## src/hdl/spq_pkg.sv

```systemverilog
// shared types and constants for the sorted array priority queue
package spq_pkg;

	localparam int unsigned SPQ_CAPACITY = 16;

	localparam int unsigned VALUE_W  = 32;
	localparam int unsigned STATUS_W = 2;
	localparam int unsigned OCC_W    = 5;

	// operation select carried in tuser
	localparam logic FUNC_INSERT = 1'b0;
	localparam logic FUNC_REMOVE = 1'b1;

	localparam logic [STATUS_W-1:0] STATUS_DONE  = 2'd0;
	localparam logic [STATUS_W-1:0] STATUS_FULL  = 2'd1;
	localparam logic [STATUS_W-1:0] STATUS_EMPTY = 2'd2;

	typedef enum logic [2:0] {
		ST_IDLE,
		ST_INS,
		ST_PLACE,
		ST_REM,
		ST_FIN
	} spq_state_t;

endpackage

```

## src/hdl/sorted_array_priority_queue.sv

```systemverilog
// sorted array min-priority queue with a single entry memory and a shift sequencer
//
// The queue keeps up to CAPACITY signed 32-bit values in ascending order in one
// synchronous memory (one write port, one read port, registered read).
// tuser[0] on the slave side selects the operation (0 insert, 1 remove smallest)
// and tdata carries the value. An insert goes behind every stored value less than
// or equal to it, so equal values leave in arrival order. Every transaction gives
// exactly one result: removed value and occupancy in tdata, status in tuser.
// One item is worked at a time. An insert reads the stored entries from the top
// down and moves each one greater than the new value up one slot, one per cycle,
// then writes the new value; a first entry in an empty queue goes straight in.
// A remove moves every remaining entry down one slot through the memory, one per
// cycle. Rejected operations (insert when full, remove when empty) move nothing.
// This pace is set by the single read and single write port of the memory.
// A finished result sits in an output register, so the next transaction is taken
// while it waits; the sequencer only holds when a second result is ready before
// the first one has been taken.
module sorted_array_priority_queue
	import spq_pkg::*;
#(
	parameter int unsigned CAPACITY = SPQ_CAPACITY
) (
	input  logic        clk,
	input  logic        arst_n,
	// request stream
	input  logic        s_tvalid,
	output logic        s_tready,
	input  logic [31:0] s_tdata,   // [31:0] value
	input  logic [0:0]  s_tuser,   // [0] func
	// result stream
	output logic        m_tvalid,
	input  logic        m_tready,
	output logic [39:0] m_tdata,   // [31:0] removed_value, [36:32] occupancy, zero fill
	output logic [1:0]  m_tuser    // [1:0] status
);

	localparam int unsigned CW = $clog2(CAPACITY + 1);  // count width
	localparam int unsigned AW = $clog2(CAPACITY);      // memory address width

	// entry memory
	logic [VALUE_W-1:0] mem [CAPACITY];
	logic [VALUE_W-1:0] rdata;
	logic [AW-1:0]      raddr;
	logic               we;
	logic [AW-1:0]      waddr;
	logic [VALUE_W-1:0] wdata;

	spq_state_t state_q, state_d;

	logic [CW-1:0]             count_q;
	logic [CW-1:0]             idx_q;
	logic signed [VALUE_W-1:0] value_q;
	logic [STATUS_W-1:0]       status_q;
	logic [VALUE_W-1:0]        removed_q;

	// output register
	logic                m_valid_q;
	logic [VALUE_W-1:0]  m_value_q;
	logic [STATUS_W-1:0] m_status_q;
	logic [OCC_W-1:0]    m_occ_q;

	logic [CW-1:0] count_m1;
	logic [CW-1:0] idx_m1;
	logic [CW-1:0] idx_m2;
	logic [CW-1:0] idx_p1;
	logic          accept;
	logic          full;
	logic          empty;
	logic          shift_up;     // stored entry is greater than the new value
	logic          rem_more;     // more entries left to move down
	logic          out_free;

	assign count_m1 = count_q - CW'(1);
	assign idx_m1   = idx_q - CW'(1);
	assign idx_m2   = idx_q - CW'(2);
	assign idx_p1   = idx_q + CW'(1);

	assign s_tready = (state_q == ST_IDLE);
	assign accept   = s_tvalid && s_tready;
	assign full     = (count_q == CW'(CAPACITY));
	assign empty    = (count_q == '0);
	assign shift_up = (value_q < $signed(rdata));
	assign rem_more = (idx_p1 < count_q);
	assign out_free = !m_valid_q || m_tready;

	assign m_tvalid = m_valid_q;
	assign m_tdata  = {3'b000, m_occ_q, m_value_q};
	assign m_tuser  = m_status_q;

	// memory: one write and one registered read per cycle
	always_ff @(posedge clk) begin
		if (we) begin
			mem[waddr] <= wdata;
		end
		rdata <= mem[raddr];
	end

	// next state
	always_comb begin
		state_d = state_q;
		unique case (state_q)
			ST_IDLE: begin
				if (s_tvalid) begin
					if (s_tuser[0] == FUNC_INSERT) begin
						state_d = (full || empty) ? ST_FIN : ST_INS;
					end else begin
						state_d = empty ? ST_FIN : ST_REM;
					end
				end
			end
			ST_INS: begin
				if (shift_up) begin
					state_d = (idx_q == CW'(1)) ? ST_PLACE : ST_INS;
				end else begin
					state_d = ST_FIN;
				end
			end
			ST_PLACE: state_d = ST_FIN;
			ST_REM:   state_d = rem_more ? ST_REM : ST_FIN;
			ST_FIN:   state_d = out_free ? ST_IDLE : ST_FIN;
			default:  state_d = ST_IDLE;
		endcase
	end

	// memory access control
	always_comb begin
		raddr = '0;
		we    = 1'b0;
		waddr = '0;
		wdata = value_q;
		unique case (state_q)
			ST_IDLE: begin
				if (s_tuser[0] == FUNC_INSERT) begin
					raddr = count_m1[AW-1:0];
					// first entry of an empty queue goes straight in
					if (accept && empty) begin
						we    = 1'b1;
						waddr = '0;
						wdata = s_tdata;
					end
				end
			end
			ST_INS: begin
				we    = 1'b1;
				waddr = idx_q[AW-1:0];
				if (shift_up) begin
					wdata = rdata;
					raddr = idx_m2[AW-1:0];
				end
			end
			ST_PLACE: begin
				we    = 1'b1;
				waddr = '0;
			end
			ST_REM: begin
				raddr = idx_p1[AW-1:0];
				if (idx_q != '0) begin
					we    = 1'b1;
					waddr = idx_m1[AW-1:0];
					wdata = rdata;
				end
			end
			ST_FIN:  ;
			default: ;
		endcase
	end

	// control state
	always_ff @(posedge clk or negedge arst_n) begin
		if (!arst_n) begin
			state_q   <= ST_IDLE;
			count_q   <= '0;
			m_valid_q <= 1'b0;
		end else begin
			state_q <= state_d;
			if (state_q == ST_IDLE && accept && s_tuser[0] == FUNC_INSERT && empty) begin
				count_q <= count_q + CW'(1);
			end
			if (state_q == ST_INS && !shift_up) begin
				count_q <= count_q + CW'(1);
			end
			if (state_q == ST_PLACE) begin
				count_q <= count_q + CW'(1);
			end
			if (state_q == ST_REM && !rem_more) begin
				count_q <= count_m1;
			end
			if (state_q == ST_FIN && out_free) begin
				m_valid_q <= 1'b1;
			end else if (m_tready) begin
				m_valid_q <= 1'b0;
			end
		end
	end

	// working registers and result payload
	always_ff @(posedge clk) begin
		unique case (state_q)
			ST_IDLE: begin
				if (accept) begin
					value_q   <= s_tdata;
					removed_q <= '0;
					if (s_tuser[0] == FUNC_INSERT) begin
						idx_q    <= count_q;
						status_q <= full ? STATUS_FULL : STATUS_DONE;
					end else begin
						idx_q    <= '0;
						status_q <= empty ? STATUS_EMPTY : STATUS_DONE;
					end
				end
			end
			ST_INS: begin
				if (shift_up) begin
					idx_q <= idx_m1;
				end
			end
			ST_REM: begin
				// slot 0 holds the smallest value
				if (idx_q == '0) begin
					removed_q <= rdata;
				end
				idx_q <= idx_p1;
			end
			ST_FIN: begin
				if (out_free) begin
					m_value_q  <= removed_q;
					m_status_q <= status_q;
					m_occ_q    <= OCC_W'(count_q);
				end
			end
			ST_PLACE: ;
			default:  ;
		endcase
	end

endmodule

```

## config.mk

```make
export PLATFORM = sky130hd
export DESIGN_NAME = sorted_array_priority_queue
export DESIGN_NICKNAME = d
export VERILOG_FILES = /design/src/hdl/spq_pkg.sv /design/src/hdl/sorted_array_priority_queue.sv
export SDC_FILE = /design/constraint.sdc
export NUM_CORES = 1
export LEC_CHECK = 0
export BUFFER_PORTS_ARGS = -buffer_cell sky130_fd_sc_hd__buf_2
export CAP_MARGIN = 5
export CELL_PAD_IN_SITES_DETAIL_PLACEMENT = 0
export CELL_PAD_IN_SITES_GLOBAL_PLACEMENT = 1
export CORE_MARGIN = 4
export CORE_UTILIZATION = 57
export DETAILED_ROUTE_END_ITERATION = 10
export GPL_TIMING_DRIVEN = 0
export PLACE_DENSITY = 0.86
export SLEW_MARGIN = 30
export SYNTH_ARGS = -nofsm -noshare
export SYNTH_HDL_FRONTEND = slang
export SYNTH_SLANG_ARGS = --single-unit
```

## constraint.sdc

```tcl
create_clock -name clk -period 13.3 [get_ports clk]
set_clock_uncertainty 0.2 [all_clocks]
set_input_delay 2.66 -clock clk [delete_from_list [all_inputs] [get_ports clk]]
set_output_delay 2.66 -clock clk [all_outputs]
set_load 0.005 [all_outputs]
```

==> run metrics <==
Hold EP=m_value_q[26]$_DFFE_PP_; sequential-to-total area share from yosys stat=approximately 71%; number of synthesized flops with an enable pin=~620; crit path cell chain=clkbuf_1, inv_1, a32oi_1, a221o_1, o22ai_1, nand2_1, buf_2, o22ai_1, or4_1; CP top delay family=compound AO/OA/AOI/OAI gates; Detail Placement HPWL=about 48,000 um; area delta synth->final=16.17%; H-tree depth=3; Startpoint Class=primary input; Pwr Density=~270 nW/um2; Vias/cell=approximately 6.1; worst vdd ir=0.1151 mV; final setup margin=about 7.6 ns; CTS tree=yes; DR WL/cell=roughly 26 um; Data required, critical path=between 10 and 15 ns; DR pass1 iterations=5; RSZ-0062 raised after global routing=false; placer's final routability congestion estimate=between 0.9 and 1; post-synth cell types=a little under 60; Place WS=7.086 ns; synthesized area=27,360 um2; initial antenna violation count=0; Max Buffers Root-to-Sink=3; Worst Hold Class=flop to flop; leakage=12.19 nW; fin nets=about 2,100; crit share post-route=a little over two fifths; critical path's slowest cell=or4_1; clk_lat worst skew=a little over 0.6 ns; Fin Setup TNS=0 ns; DRC=0; Die H=around 230 um; port bufs=76; async set-reset flop share out of synthesis=between 1 and 1.5%; die area=about 52,000 um2; post-CTS setup buffers=0; Setup crit end kind=flop; vias in the first global route=between 15,000 and 20,000; slew margin rel.=between 30 and 40%; CP most frequent cell=o22ai_1; yosys warns=0; FMAX=between 150 and 200 MHz; first-pass GRT wire length=about 100,000 um; Sink Count=~660; Clock transition at path regs=around 0.06 ns; pin count of the biggest net entering global routing=35; CTS resizes=0; R2R setup slack=8.55 ns; DRT iter0 DRCs=1,728; register bit total from synthesis=663; critical-path maximum fanout=10; final setup fails=0; Synth Area per Inst=around 15 um2; Num CTS Buffers=66; max_cap viols=0; Core Util, Final=approximately two thirds; Slew @ Worst Pin=0.9904 ns; Min-Delay Path Depth=0; GRT Util Overall=a little over a quarter; Core Region=approximately 48,000 um2; final hold viol count=0; Overflow after GRT=0; root buffer cell=clkbuf_16; layout cells sized above 1=15.45%; Worst Path Buf+Inv=3; CP Data Arrival Time=5.88 ns; Final Max Tran Viols=0; CP Class=primary input to flop; Initial Util=between 50% and 60%; Final Routed Wirelength=approximately 70,000 um; R2R Path Start=rdata[23]$_DFF_P_; Reg2Reg Depth=13; Worst Min Path Start=removed_q[26]$_SDFFCE_PN0P_; hold buffers post-CTS=0; antenna cells=0; vias=16,739; Post-DRT Antenna Nets=0; CP peak stage delay=roughly 0.67 ns; outcome=finished clean; Synth Instances=approximately 1,900; Period minus WS final=about 5.7 ns; worst reg2reg path endpoint=rdata[1]$_DFF_P_; IO Pins=about 80; dominant synthesized flop cell=edfxtp_1; chip width=approximately 230 um; row count=80
[per-stage QoR]
stage                     std cells  power (mW)  hold WS [ns]  cell area (um2)
after floorplan                1885       5.271        0.2003            27370
after global routing           2725       8.890        0.2277            31790
after CTS                      2725       8.447        0.2195            31740
after global placement         2576       6.308        0.2023            28520
after detailed placement       2604       6.521        0.2045            29480
final                          2725       8.522        0.2147            31790
[worst max-delay path by stage]
stage	from	end	slack (ns)	cells after the start
after global placement	s_tuser	mem[4][23]$_DFFE_PP_	5.26	5
after global routing	s_tuser	rdata[3]$_DFF_P_	7.52	9
after CTS	s_tuser	mem[7][13]$_DFFE_PP_	7.70	9
after detailed placement	s_tuser	mem[7][13]$_DFFE_PP_	7.09	9
after floorplan	s_tuser	mem[0][0]$_DFFE_PP_	7.51	5
final	s_tuser	rdata[3]$_DFF_P_	7.64	9
[kinds of logic (layout without fill, tap and decap cells)]
group                    after synthesis  count (layout)  synth area share, %
flip-flops                           663             663                71.42
AO/OA/AOI/OAI                        377             377                8.034
AND/OR/NAND/NOR                      366             366                6.004
multiplexers                         260             260                9.520
buffers and inverters                157             382                2.515
adder cells (fa/ha/maj)               44              44                2.012
XOR/XNOR                              15              15               0.4801
other                                  1               3              0.01370
[cell type report]
cell class | count | area (um2)
sequential | 663 | 19540
fill | 3205 | 15860
multi-input combinational | 1065 | 7411
clock buffer | 83 | 1831
timing repair buffer | 104 | 1114
tap | 615 | 769.5
buffer | 109 | 509.2
clock inverter | 38 | 430.4
inverter | 48 | 180.2
[cell usage in the layout (no fill, tap or decap), types with 31 or more instances in the layout]
| master | n |
|---|---|
| edfxtp_1 | 622 |
| mux2i_1 | 258 |
| nand2_1 | 159 |
| o22ai_1 | 130 |
| buf_2 | 125 |
| a21oi_1 | 117 |
| nor2_1 | 79 |
| clkbuf_16 | 70 |
| clkbuf_1 | 54 |
| o21ai_0 | 49 |
| inv_1 | 46 |
| nor3_1 | 44 |
| ha_1 | 44 |
| or4_1 | 32 |
| dfxtp_1 | 32 |
| a21oi_2 | 31 |
[power breakdown]
group          internal (mW)  leakage [nW]  total [mW]  switching (mW)
clock network           1.14          1.11        1.92           0.780
logic                  0.976          5.01        3.24            2.27
registers               3.18          6.07        3.36           0.182
[layer usage]
| metal | part of all wire (%) | up-vias | wire, um | track usage (%) |
|---|---|---|---|---|
| li1 | - | 7557 | - | - |
| met1 | 39 | 8215 | 27070 | 35.19 |
| met2 | 48 | 824 | 33590 | 44.63 |
| met3 | 9.9 | 143 | 6917 | 6.447 |
| met4 | 3.2 | 0 | 2225 | 9.721 |
| met5 | 0 | - | 0 | 0 |
[cells in the mapped netlist, drive strengths merged, types with 44 or more instances]
| cell | count | share of area [%] |
|---|---|---|
| edfxtp | 622 | 68 |
| nand2 | 161 | 2.2 |
| a21oi | 149 | 2.7 |
| nor2 | 96 | 1.3 |
| nor3 | 45 | 0.84 |
| o22ai | 130 | 3.0 |
| ha | 44 | 2.0 |
| inv | 47 | 0.64 |
| clkbuf | 44 | 0.60 |
| buf | 65 | 1.3 |
| o21ai | 58 | 1.1 |
| mux2i | 258 | 9.4 |
[state kept, by name (all words and copies together), names as in the netlist]
register,cells
count_q,5
idx_q,5
m_occ_q,5
m_tuser,2
m_tvalid,1
m_value_q,32
mem,512
rdata,32
removed_q,32
state_q,3
status_q,2
value_q,32
(Power assumes the default switching activity.)
